## config.mk

```make
export PLATFORM = sky130hd
export DESIGN_NAME = weighted_majority_label_filter
export DESIGN_NICKNAME = d
export VERILOG_FILES = /design/src/hw/rtl/wmlf_pkg.sv /design/src/hw/rtl/wmlf_front.sv /design/src/hw/rtl/wmlf_queue.sv /design/src/hw/rtl/wmlf_back.sv /design/src/hw/rtl/weighted_majority_label_filter.sv
export VERILOG_INCLUDE_DIRS = /design/src /design/src/hw/rtl
export SDC_FILE = /design/constraint.sdc
export NUM_CORES = 1
export LEC_CHECK = 0
export BUFFER_PORTS_ARGS = -buffer_cell sky130_fd_sc_hd__buf_2
export CAP_MARGIN = 30
export CORE_MARGIN = 2
export CORE_UTILIZATION = 49
export DETAILED_ROUTE_END_ITERATION = 8
export PLACE_DENSITY = 0.67
export SYNTH_ARGS = -nofsm -noshare
export SYNTH_HDL_FRONTEND = slang
export SYNTH_SLANG_ARGS = --single-unit
```

## constraint.sdc

```tcl
create_clock -name i_clk -period 7.32 [get_ports i_clk]
set_clock_uncertainty 0.2 [all_clocks]
set_input_delay 1.83 -clock i_clk [delete_from_list [all_inputs] [get_ports i_clk]]
set_output_delay 1.83 -clock i_clk [all_outputs]
set_load 0.005 [all_outputs]
```

## src/hw/rtl/assert_macros.svh

```systemverilog
// ----------------------------------------------------------------------------
// assert_macros.svh
// Shared concurrent assertion macros for the label filter RTL.
// ----------------------------------------------------------------------------
`ifndef ASSERT_MACROS_SVH
`define ASSERT_MACROS_SVH

// property must hold on every clock edge out of reset
`define ASSERT_ALWAYS(lbl, clk, rst_n, prop) \
    lbl: assert property (@(posedge clk) disable iff (!rst_n) (prop)) \
        else $error("assertion failed");

// antecedent implies consequent in the same cycle
`define ASSERT_IMPLY(lbl, clk, rst_n, ante, cons) \
    lbl: assert property (@(posedge clk) disable iff (!rst_n) (ante) |-> (cons)) \
        else $error("assertion failed");

`endif

```

## src/hw/rtl/wmlf_pkg.sv

```systemverilog
// ----------------------------------------------------------------------------
// wmlf_pkg
// Types and constants shared by the weighted majority label filter.
// ----------------------------------------------------------------------------
package wmlf_pkg;

    localparam int MAX_HALF_WINDOW = 15;
    localparam int WIN_DEPTH       = 2 * MAX_HALF_WINDOW + 1;
    localparam int WIN_IDX_W       = $clog2(WIN_DEPTH);
    localparam int M_W             = $clog2(MAX_HALF_WINDOW + 1);
    localparam int VOTE_W          = $clog2(WIN_DEPTH + 1);
    localparam int FRAMES_W        = 6;
    localparam int FRAMES_MAX      = (1 << FRAMES_W) - 1;
    localparam int FLUSH_DEPTH     = MAX_HALF_WINDOW;
    localparam int FLUSH_CNT_W     = $clog2(FLUSH_DEPTH + 1);
    localparam int FLUSH_IDX_W     = (FLUSH_DEPTH > 1) ? $clog2(FLUSH_DEPTH) : 1;

    localparam int HW_W     = 4;
    localparam int BIAS_W   = 12;
    localparam int FRAC_W   = 8;
    localparam int PROD_W   = BIAS_W + VOTE_W;
    localparam int CFG_IDX_W  = 2;
    localparam int CFG_DATA_W = 12;

    localparam int QUEUE_DEPTH = 2;
    localparam int QPTR_W      = (QUEUE_DEPTH > 1) ? $clog2(QUEUE_DEPTH) : 1;
    localparam int QCNT_W      = $clog2(QUEUE_DEPTH + 1);

    localparam logic [CFG_IDX_W-1:0] CFG_HALF_WINDOW   = 2'd0;
    localparam logic [CFG_IDX_W-1:0] CFG_ZERO_BIAS     = 2'd1;
    localparam logic [CFG_IDX_W-1:0] CFG_RELABEL_QUIET = 2'd2;

    localparam logic [BIAS_W-1:0] ZERO_BIAS_RESET = 12'd256;

    typedef logic [1:0] t_lbl;
    localparam t_lbl LBL_ZERO   = 2'b00;
    localparam t_lbl LBL_ONE    = 2'b01;
    localparam t_lbl LBL_SILENT = 2'b11;

    typedef struct packed {
        logic label;
        logic loud;
        logic last_in;
    } t_in_item;

    typedef struct packed {
        logic signed [1:0] out_label;
        logic              last_out;
    } t_out_item;

    typedef struct packed {
        logic                             has_main;
        t_lbl                             main_label;
        logic                             last;
        logic [FLUSH_CNT_W-1:0]           flush_cnt;
        logic [FLUSH_DEPTH-1:0][1:0]      win;
    } t_cmd;

endpackage

```

## src/hw/rtl/wmlf_front.sv

```systemverilog
// ----------------------------------------------------------------------------
// wmlf_front
// Config registers, label window, vote counts; emits one output command
// per item that yields results.
// ----------------------------------------------------------------------------
`include "assert_macros.svh"

module wmlf_front (
    input  logic                            i_clk,
    input  logic                            i_rst_n,
    input  logic                            i_cfg_we,
    input  logic [wmlf_pkg::CFG_IDX_W-1:0]  i_cfg_idx,
    input  logic [wmlf_pkg::CFG_DATA_W-1:0] i_cfg_data,
    input  logic                            i_push,
    input  wmlf_pkg::t_in_item              i_item,
    input  logic                            i_q_full,
    output logic                            o_cmd_valid,
    output wmlf_pkg::t_cmd                  o_cmd
);
    import wmlf_pkg::*;

    logic [HW_W-1:0]     r_half_window;
    logic [BIAS_W-1:0]   r_zero_bias;
    logic                r_relabel;
    t_lbl                r_win [WIN_DEPTH];
    logic [FRAMES_W-1:0] r_frames;
    logic [VOTE_W-1:0]   r_zero;
    logic [VOTE_W-1:0]   r_one;
    logic [M_W-1:0]      r_active_m;

    t_lbl                n_win [WIN_DEPTH];
    logic [VOTE_W-1:0]   n_zero;
    logic [VOTE_W-1:0]   n_one;
    logic [VOTE_W-1:0]   dec_zero;
    logic [VOTE_W-1:0]   dec_one;
    logic [FRAMES_W-1:0] n_frames;
    logic [M_W-1:0]      m;
    logic                accept;
    t_lbl                lbl;
    t_lbl                leaving;
    logic                has_main;
    logic                vote_ok;
    logic [PROD_W-1:0]   prod;
    logic [PROD_W-1:0]   ones_scaled;
    t_lbl                main_label;

    assign accept = i_push && !i_q_full;

    always_ff @(posedge i_clk) begin
        if (!i_rst_n) begin
            r_half_window <= '0;
            r_zero_bias   <= ZERO_BIAS_RESET;
            r_relabel     <= 1'b0;
        end else if (i_cfg_we) begin
            unique case (i_cfg_idx)
                CFG_HALF_WINDOW:   r_half_window <= i_cfg_data[HW_W-1:0];
                CFG_ZERO_BIAS:     r_zero_bias   <= i_cfg_data[BIAS_W-1:0];
                CFG_RELABEL_QUIET: r_relabel     <= i_cfg_data[0];
                default: ;
            endcase
        end
    end

    always_comb begin
        lbl = (r_relabel && !i_item.loud) ? LBL_SILENT : {1'b0, i_item.label};

        if (r_frames == '0) begin
            if (32'(r_half_window) > MAX_HALF_WINDOW) begin
                m = M_W'(MAX_HALF_WINDOW);
            end else begin
                m = M_W'(r_half_window);
            end
        end else begin
            m = r_active_m;
        end

        leaving = r_win[WIN_IDX_W'({m, 1'b0})];
        dec_zero = r_zero;
        dec_one  = r_one;
        if (leaving == LBL_ZERO && r_zero != '0) begin
            dec_zero = r_zero - 1'b1;
        end else if (leaving == LBL_ONE && r_one != '0) begin
            dec_one = r_one - 1'b1;
        end
        n_zero = (lbl == LBL_ZERO) ? VOTE_W'(dec_zero + 1'b1) : dec_zero;
        n_one  = (lbl == LBL_ONE)  ? VOTE_W'(dec_one + 1'b1)  : dec_one;

        n_win[0] = lbl;
        for (int i = 1; i < WIN_DEPTH; i++) begin
            n_win[i] = r_win[i-1];
        end

        has_main    = r_frames >= FRAMES_W'(m);
        vote_ok     = (m != '0) && (r_frames >= FRAMES_W'({m, 1'b0}));
        prod        = PROD_W'(r_zero_bias) * PROD_W'(n_zero);
        ones_scaled = PROD_W'({n_one, {FRAC_W{1'b0}}});
        if (vote_ok) begin
            main_label = (prod > ones_scaled) ? LBL_ZERO : LBL_ONE;
        end else begin
            main_label = n_win[WIN_IDX_W'(m)];
        end

        n_frames = (r_frames != FRAMES_W'(FRAMES_MAX)) ? FRAMES_W'(r_frames + 1'b1)
                                                      : r_frames;

        o_cmd.has_main   = has_main;
        o_cmd.main_label = main_label;
        o_cmd.last       = i_item.last_in;
        if (!i_item.last_in) begin
            o_cmd.flush_cnt = '0;
        end else if (has_main) begin
            o_cmd.flush_cnt = FLUSH_CNT_W'(m);
        end else begin
            o_cmd.flush_cnt = FLUSH_CNT_W'(r_frames + 1'b1);
        end
        for (int i = 0; i < FLUSH_DEPTH; i++) begin
            o_cmd.win[i] = n_win[i];
        end
        o_cmd_valid = accept && (has_main || i_item.last_in);
    end

    always_ff @(posedge i_clk) begin
        if (!i_rst_n) begin
            for (int i = 0; i < WIN_DEPTH; i++) begin
                r_win[i] <= LBL_SILENT;
            end
            r_frames   <= '0;
            r_zero     <= '0;
            r_one      <= '0;
            r_active_m <= '0;
        end else if (accept) begin
            r_active_m <= m;
            if (i_item.last_in) begin
                for (int i = 0; i < WIN_DEPTH; i++) begin
                    r_win[i] <= LBL_SILENT;
                end
                r_frames <= '0;
                r_zero   <= '0;
                r_one    <= '0;
            end else begin
                r_win    <= n_win;
                r_frames <= n_frames;
                r_zero   <= n_zero;
                r_one    <= n_one;
            end
        end
    end

    `ASSERT_IMPLY(a_cmd_nonempty, i_clk, i_rst_n, o_cmd_valid,
                  o_cmd.has_main || o_cmd.flush_cnt != '0)
    `ASSERT_ALWAYS(a_votes_fit, i_clk, i_rst_n,
                   32'(r_zero) + 32'(r_one) <= WIN_DEPTH)

endmodule

```

## src/hw/rtl/wmlf_queue.sv

```systemverilog
// ----------------------------------------------------------------------------
// wmlf_queue
// Short command queue between the window front and the output sequencer.
// ----------------------------------------------------------------------------
`include "assert_macros.svh"

module wmlf_queue (
    input  logic           i_clk,
    input  logic           i_rst_n,
    input  logic           i_wr,
    input  wmlf_pkg::t_cmd i_wr_data,
    output logic           o_full,
    output logic           o_valid,
    input  logic           i_rd,
    output wmlf_pkg::t_cmd o_rd_data
);
    import wmlf_pkg::*;

    t_cmd              r_mem [QUEUE_DEPTH];
    logic [QPTR_W-1:0] r_wp;
    logic [QPTR_W-1:0] r_rp;
    logic [QCNT_W-1:0] r_cnt;

    logic              do_wr;
    logic              do_rd;

    assign o_full    = r_cnt == QCNT_W'(QUEUE_DEPTH);
    assign o_valid   = r_cnt != '0;
    assign o_rd_data = r_mem[r_rp];
    assign do_wr     = i_wr && !o_full;
    assign do_rd     = i_rd && o_valid;

    always_ff @(posedge i_clk) begin
        if (do_wr) begin
            r_mem[r_wp] <= i_wr_data;
        end
    end

    always_ff @(posedge i_clk) begin
        if (!i_rst_n) begin
            r_wp  <= '0;
            r_rp  <= '0;
            r_cnt <= '0;
        end else begin
            if (do_wr) begin
                r_wp <= (32'(r_wp) == QUEUE_DEPTH - 1) ? '0 : QPTR_W'(r_wp + 1'b1);
            end
            if (do_rd) begin
                r_rp <= (32'(r_rp) == QUEUE_DEPTH - 1) ? '0 : QPTR_W'(r_rp + 1'b1);
            end
            if (do_wr && !do_rd) begin
                r_cnt <= QCNT_W'(r_cnt + 1'b1);
            end else if (do_rd && !do_wr) begin
                r_cnt <= QCNT_W'(r_cnt - 1'b1);
            end
        end
    end

    `ASSERT_IMPLY(a_no_write_when_full, i_clk, i_rst_n, o_full, !i_wr)

endmodule

```

## src/hw/rtl/wmlf_back.sv

```systemverilog
// ----------------------------------------------------------------------------
// wmlf_back
// Output sequencer: expands each command into result beats, main label
// first, then flushed window entries oldest first.
// ----------------------------------------------------------------------------
`include "assert_macros.svh"

module wmlf_back (
    input  logic                  i_clk,
    input  logic                  i_rst_n,
    input  logic                  i_q_valid,
    input  wmlf_pkg::t_cmd        i_q_data,
    output logic                  o_q_rd,
    output logic                  empty,
    input  logic                  pop,
    output wmlf_pkg::t_out_item   o_item
);
    import wmlf_pkg::*;

    t_cmd                   r_cmd;
    logic                   r_busy;
    logic                   r_main_pend;
    logic [FLUSH_CNT_W-1:0] r_rem;
    logic                   r_out_valid;
    t_out_item              r_out;

    t_cmd                   n_cmd;
    logic                   n_busy;
    logic                   n_main_pend;
    logic [FLUSH_CNT_W-1:0] n_rem;
    logic                   n_out_valid;
    t_out_item              n_out;

    logic                   step;
    logic                   final_beat;
    t_lbl                   em_label;

    always_comb begin
        step       = r_busy && (!r_out_valid || pop);
        final_beat = r_main_pend ? (r_rem == '0) : (r_rem == FLUSH_CNT_W'(1));
        em_label   = r_main_pend ? r_cmd.main_label
                                 : r_cmd.win[FLUSH_IDX_W'(r_rem - 1'b1)];
        o_q_rd     = i_q_valid && (!r_busy || (step && final_beat));

        n_cmd       = r_cmd;
        n_busy      = r_busy;
        n_main_pend = r_main_pend;
        n_rem       = r_rem;
        n_out       = r_out;
        n_out_valid = r_out_valid && !pop;

        if (step) begin
            n_out_valid     = 1'b1;
            n_out.out_label = em_label;
            n_out.last_out  = r_cmd.last && final_beat;
            if (r_main_pend) begin
                n_main_pend = 1'b0;
            end else begin
                n_rem = FLUSH_CNT_W'(r_rem - 1'b1);
            end
            if (final_beat) begin
                n_busy = 1'b0;
            end
        end
        if (o_q_rd) begin
            n_cmd       = i_q_data;
            n_busy      = 1'b1;
            n_main_pend = i_q_data.has_main;
            n_rem       = i_q_data.flush_cnt;
        end
    end

    always_ff @(posedge i_clk) begin
        r_cmd <= n_cmd;
        r_out <= n_out;
    end

    always_ff @(posedge i_clk) begin
        if (!i_rst_n) begin
            r_busy      <= 1'b0;
            r_main_pend <= 1'b0;
            r_rem       <= '0;
            r_out_valid <= 1'b0;
        end else begin
            r_busy      <= n_busy;
            r_main_pend <= n_main_pend;
            r_rem       <= n_rem;
            r_out_valid <= n_out_valid;
        end
    end

    assign empty  = !r_out_valid;
    assign o_item = r_out;

    `ASSERT_IMPLY(a_busy_has_work, i_clk, i_rst_n, r_busy, r_main_pend || r_rem != '0)
    `ASSERT_IMPLY(a_out_held, i_clk, i_rst_n, r_out_valid && !pop && !step,
                  n_out == r_out)

endmodule

```

## src/hw/rtl/weighted_majority_label_filter.sv

```systemverilog
// ----------------------------------------------------------------------------
// weighted_majority_label_filter
// A result beat is held in the command queue, then registered in the output
// sequencer; window results trail the input stream by M items.
// Throughput: 1 item per cycle while not full; a stream's last item releases
// up to M+1 beats, drained 1 per cycle as popped, behind a 2-entry queue.
// Reset: synchronous active low; window goes silent, counts clear, config
// returns to M=0, bias 1.0, relabel off.
// ----------------------------------------------------------------------------
module weighted_majority_label_filter (
    input  logic                            i_clk,
    input  logic                            i_rst_n,
    input  logic                            i_cfg_we,
    input  logic [wmlf_pkg::CFG_IDX_W-1:0]  i_cfg_idx,
    input  logic [wmlf_pkg::CFG_DATA_W-1:0] i_cfg_data,
    input  logic                            push,
    output logic                            full,
    input  wmlf_pkg::t_in_item              i_in_item,
    output logic                            empty,
    input  logic                            pop,
    output wmlf_pkg::t_out_item             o_out_item
);
    import wmlf_pkg::*;

    logic q_full;
    logic q_valid;
    logic q_rd;
    logic cmd_valid;
    t_cmd cmd;
    t_cmd q_data;

    assign full = q_full;

    wmlf_front u_front (
        .i_clk       (i_clk),
        .i_rst_n     (i_rst_n),
        .i_cfg_we    (i_cfg_we),
        .i_cfg_idx   (i_cfg_idx),
        .i_cfg_data  (i_cfg_data),
        .i_push      (push),
        .i_item      (i_in_item),
        .i_q_full    (q_full),
        .o_cmd_valid (cmd_valid),
        .o_cmd       (cmd)
    );

    wmlf_queue u_queue (
        .i_clk     (i_clk),
        .i_rst_n   (i_rst_n),
        .i_wr      (cmd_valid),
        .i_wr_data (cmd),
        .o_full    (q_full),
        .o_valid   (q_valid),
        .i_rd      (q_rd),
        .o_rd_data (q_data)
    );

    wmlf_back u_back (
        .i_clk     (i_clk),
        .i_rst_n   (i_rst_n),
        .i_q_valid (q_valid),
        .i_q_data  (q_data),
        .o_q_rd    (q_rd),
        .empty     (empty),
        .pop       (pop),
        .o_item    (o_out_item)
    );

endmodule
```

* After elaboration in Yosys (flattened, before gate mapping)
Memory sizes are Yosys's and may differ from the RTL's. A register that Yosys moved wholly into a read port is not among the register bits. Index checks and enable logic that the tools add are counted.
Operators by class: add/sub/neg operators 10, eq/ne operators 8, bitwise gates (word level) 2, mux-type cells 43, reductions and logical operators 44, multipliers 1, $lt $le $gt $ge 6
Operator list (number):
- 2-to-1 mux 62 bit | 1
- 2-to-1 mux 5 bit | 7
- 2-to-1 mux 4 bit | 6
- binary-select mux 2 bit (select 5 bit) | 2
- 2-to-1 mux 2 bit | 10
- greater-than comparator 17 x 13 -> 1 bit | 1
- multiplier 12 x 5 -> 17 bit | 1
- logical AND 1 bit | 15
- 2-to-1 mux 1 bit | 14
- >= comparator 6 bit (second input constant) | 2
- 2-to-1 mux 6 bit | 2
- AND reduction 2 bit | 6
- adder 5 x 1 -> 5 bit (second input constant) | 2
- nonzero test 2 bit | 5
- nonzero test 5 bit | 2
- subtractor 5 x 1 -> 5 bit (second input constant) | 2
- binary-select mux 2 bit (select 4 bit) | 1
- logical NOT 1 bit | 7
- adder 6 x 1 -> 6 bit (second input constant) | 1
- == test 2 x 1 -> 1 bit (second input constant) | 3
- >= comparator 6 x 4 -> 1 bit | 1
- >= comparator 6 x 5 -> 1 bit | 1
- logical NOT 2 bit | 3
- logical NOT 6 bit | 1
- other kinds (14) | 18
Word-level totals: register bits after elaboration 146, word-level logic and storage cells 179, RAM bits 76, output and inout port bits 5, memories kept 1
Memories:
- u_queue.r_mem | depth 2, width 38, read ports 1, clocked after memory_dff 1, write ports 1, line wmlf_queue.sv:19 | t_cmd r_mem [QUEUE_DEPTH];

* Logic depth before layout (Yosys ltp)
word-level depth 15, gate-level depth with buffers 40

* Modules after synthesis
From an unflattened synthesis, not the netlist that was laid out.
Second synthesis, totals: cells, all modules 1272, area, all modules 12660.9 µm²
Modules (own cells, without submodules):
- wmlf_front | cells an instance 1015, sequential area each 1981.9 µm², times used 1, area an instance 7827.5 µm²
- wmlf_queue | cells an instance 143, sequential area each 2382.3 µm², times used 1, area an instance 2979.1 µm²
- wmlf_back | cells an instance 114, sequential area each 1221.2 µm², times used 1, area an instance 1854.3 µm²

* Worst setup path before layout
Ideal clock, no wire load.
kind reg-to-reg, start register u_front.r_frames[0], end memory u_queue.r_mem[0][35] in the netlist's numbering (data pin), data required time 6984 ps, cell stages (with the launch flop) 38, path slack -672 ps, buffers on the path 3, period minus slack after synthesis 7992 ps, data arrival time 7655 ps, cell sequence dfxtp_1 > inv_1 > ha_1 > buf_2 > or4b_4 > buf_6 > or4_1 > o31ai_1 > o211ai_1 > and4_1 > nor3_4 > nand3_1 > and2_1 > ha_1 > nand2_1 > xnor2_1 > xnor2_1 > clkbuf_1 > (+2 left out) > fa_1 > fa_1 > inv_1 > ha_1 > nor2b_1 > o21ai_0 > a21oi_1 > o21ai_0 > a21oi_1 > a211oi_1 > xnor2_1 > ha_1 > nand2_1 > nor4_1 > o221ai_1 > o31a_1 > a31oi_1 > a41o_1
RTL lines:
- start: declaration | line wmlf_front.sv:26 | logic [FRAMES_W-1:0] r_frames;
- start signal: assignment | line wmlf_front.sv:142 | r_frames <= n_frames;
- end: declaration | line wmlf_queue.sv:19

==> run metrics <==
result of the run=complete, but fails checks; violations in the final reports=negative setup slack; flip-flop and latch count after synthesis=approximately 220; total number of clock tree sinks=around 220; global routing usage on met3=0.0257; Setup crit end kind=flip-flop; Final period util=1.08; number of violations reported at the end of detailed-routing iteration 0=520; number of antenna violations at the first check in global routing=0; count of filler cells inserted in the layout=between 2000 and 2500; number of nets in the layout=1439; Max transition margin=0.343; DRC violation count after routing=0; Seq/Total Area, Yosys=0.453; power density over the cells=roughly 290 nW/um^2; Row Count=58; GR peak layer=met2; unrepaired setup endpoints after global routing=yes; number of enable-type register cells in the synthesized netlist=112; number of pins exceeding their max-slew limit in the final report=0; Vias/cell=~5.4; met1 usage=0.284; number of max-cap violations=0; cell types occupying the most area after synthesis=sky130_fd_sc_hd__edfxtp_1, sky130_fd_sc_hd__dfxtp_1, sky130_fd_sc_hd__nand2_1; number of cells produced by synthesis=between 1000 and 1500; number of setup violations in the final report=2; I/O pin cnt=27; TritonCTS clock tree=yes; area fraction of the dominant cell type after synthesis=0.273; share of synthesized flip-flops with an asynchronous set or reset=0; floorplan die height=approximately 160 um; leakage power=a little over 6 nW; number of placed instances, taps included=roughly 1600; non-filler cells, final=~1700; quantity of hold-fixing buffers added after cts=0; Required @ worst endpoint=roughly 7.5 ns; top fanout value on the critical path=5; Max Clk Rate=between 100 and 150 MHz; initial cell density of the core=0.494; type of the worst min-delay path=flip-flop to flip-flop; count of antenna-violating nets left after detailed routing=0; via count of the first global-routing pass=between 8000 and 9000; final non-filler cell area=roughly 15000 um^2; number of optimization iterations in the first detailed-route pass=5; actual transition at the worst max-transition pin=just under 1 ns; count of yosys warnings during synthesis=0; number of buffers inserted by port buffering=26; clock period minus worst slack=between 7 and 8 ns; Die Footprint=around 26000 um^2; cell with the most instances on the worst path=sky130_fd_sc_hd__fa_1; dpl hpwl=19.0 mm; cell with the most instances after synthesis=sky130_fd_sc_hd__nand2_1; area grow syn2layout=19.0%; unique cell type count in the Yosys netlist=79; total grt overflow=0; top post-synthesis cells by count=sky130_fd_sc_hd__nand2_1, sky130_fd_sc_hd__edfxtp_1, sky130_fd_sc_hd__dfxtp_1; Global Route Usage Sum=0.209; Placer Congestion=about 0.86; via count=approximately 9200; type of element launching the critical path=flip-flop; Max stage delay cell, worst path=sky130_fd_sc_hd__fa_1; wire length of the first global-routing pass=around 45 mm; dominant cell type by area after synthesis=sky130_fd_sc_hd__edfxtp_1; Worst-Skew Late Latency=0.53 ns; area post-placement=around 14000 um^2; average size of a mapped cell=~10 um^2; final worst-path setup slack=-0.578 ns; pin count of the biggest net entering global routing=78; fraction of layout instances using a drive strength above 1=0.224; clock root buffer=sky130_fd_sc_hd__clkbuf_16; combined area of all synthesized cells=around 12000 um^2; met2 track demand over resource in global routing=0.356; CP Data Arrival Time=8.09 ns; DR WL/cell=16.2 um; longest individual stage delay on the worst path=roughly 0.56 ns; Main synth FF type=sky130_fd_sc_hd__edfxtp_1; Max H-tree Level=1; antenna diode instance count=0; Design Power=around 4.2 mW; Final Hold Violating Endpoints=0; number of buffers inserted during clock tree synthesis=25; standard cell core area=25000 um^2; net count after synthesis=1331; Max rail drop VDD=between 150 and 200 uV; drt total wl=about 27 mm; clock transition at the register clock pins on the worst setup and hold paths after CTS=approximately 0.06 ns; chip width=about 160 um; Clock Tree Buf Depth=3; path type of the worst setup path=flip-flop to flip-flop
==> path summary, 6_finish.rpt <==
kind | startpoint | endpoint | slack (ns) | cells after the start
worst max-delay path | u_front.r_frames[0] | u_queue.r_mem[0][35] | -0.58 | 33
worst min-delay path | u_front.n_win[0] | u_front.r_win[0] | 0.27 | 2
worst max register to register | u_front.r_frames[0] | u_queue.r_mem[0][35] | -0.58 | 33
worst min register to register | u_front.n_win[0] | u_front.r_win[0] | 0.27 | 2
==> worst max-delay path: cells and delay by family (launching register included) <==
family,cells,cell delay [ns]
flip-flops,1,0.32
adder cells (fa/ha/maj),6,2.26
AND/OR/NAND/NOR,8,1.71
buffers and inverters,4,0.41
AO/OA/AOI/OAI,13,2.52
XOR/XNOR,2,0.34
==> final cells by class <==
cell class                      count  area, um^2  share of cell area
Timing Repair Buffer              146        1050              0.0713
Tap cell                          330         413              0.0281
Inverter                           76         285              0.0194
Clock buffer                       32         683              0.0465
Multi-Input combinational cell    867        6450               0.439
Clock inverter                     14         214              0.0146
Sequential cell                   223        5590               0.381
==> logic make-up (layout without fill, tap and decap cells) <==
logic type | after synthesis | after routing | share of synthesized area
buffers and inverters | 141 | 268 | 0.0457
and+or+nand+nor | 489 | 489 | 0.196
xor gates and xnor gates | 34 | 34 | 0.0259
DFF | 223 | 223 | 0.453
AOI/OAI and AO/OA | 191 | 191 | 0.111
muxes | 75 | 75 | 0.0711
adders and majority gates | 78 | 78 | 0.0974
==> through the flow <==
step                       util  worst slack (ns)  hold WS, ns  TNS, ns
after floorplan               -            -0.390        0.240   -0.781
after global placement    0.542            -0.502        0.245    -1.00
after detailed placement  0.542            -0.608        0.256    -1.22
after CTS                 0.582            -0.391        0.271   -0.782
after global routing      0.588            -0.927        0.289    -1.85
final                     0.588            -0.578        0.267    -1.16
==> layout by cell type (no fill, tap or decap), drive strengths merged, types with 32 or more instances in the layout <==
cell type,synthesis,routed
a21oi,32,32
buf,16,146
clkbuf,49,32
dfxtp,111,111
edfxtp,112,112
ha,48,48
inv,75,76
mux2,41,41
nand2,204,204
nand3,87,87
nor2,40,40
nor2b,39,39
==> registers in the layout, summed over array words and instances, names as in the netlist, 2 cells and up, named ones only <==
| signal | count |
|---|---|
| u_front.r_half_window | 4 |
| u_back.r_rem | 4 |
| u_queue.r_mem | 76 |
| u_front.r_one | 5 |
| u_front.r_zero | 5 |
| u_back.r_cmd | 33 |
| u_front.r_win | 2 |
| u_queue.r_cnt | 2 |
| u_back.o_item | 3 |
| u_front.r_zero_bias | 12 |
| u_front.r_active_m | 4 |
| u_front.o_cmd | 28 |
| u_front.n_win | 32 |
| u_front.r_frames | 6 |
==> routing by layer <==
layer  up-vias  routed length [um]
li1       4565                   -
met1      4422               12800
met2       169               13100
met3        42                 866
met4         0                 603
met5         -                   0
==> timing repair <==
item | in CTS | in global routing
gates resized for setup | 12 | 25
endpoints found under the setup margin | 2 | 2
setup buffers | 10 | 5
pin swaps | 11 | 24
hold endpoints to repair | 0 | 0
==> report_power, final <==
part	switching (mW)	leakage (nW)	internal, mW
sequential	0.141	1.89	1.62
combinational	0.613	3.77	0.476
clock	0.512	0.435	0.840
Note: power is estimated with default switching activity, not from simulation.
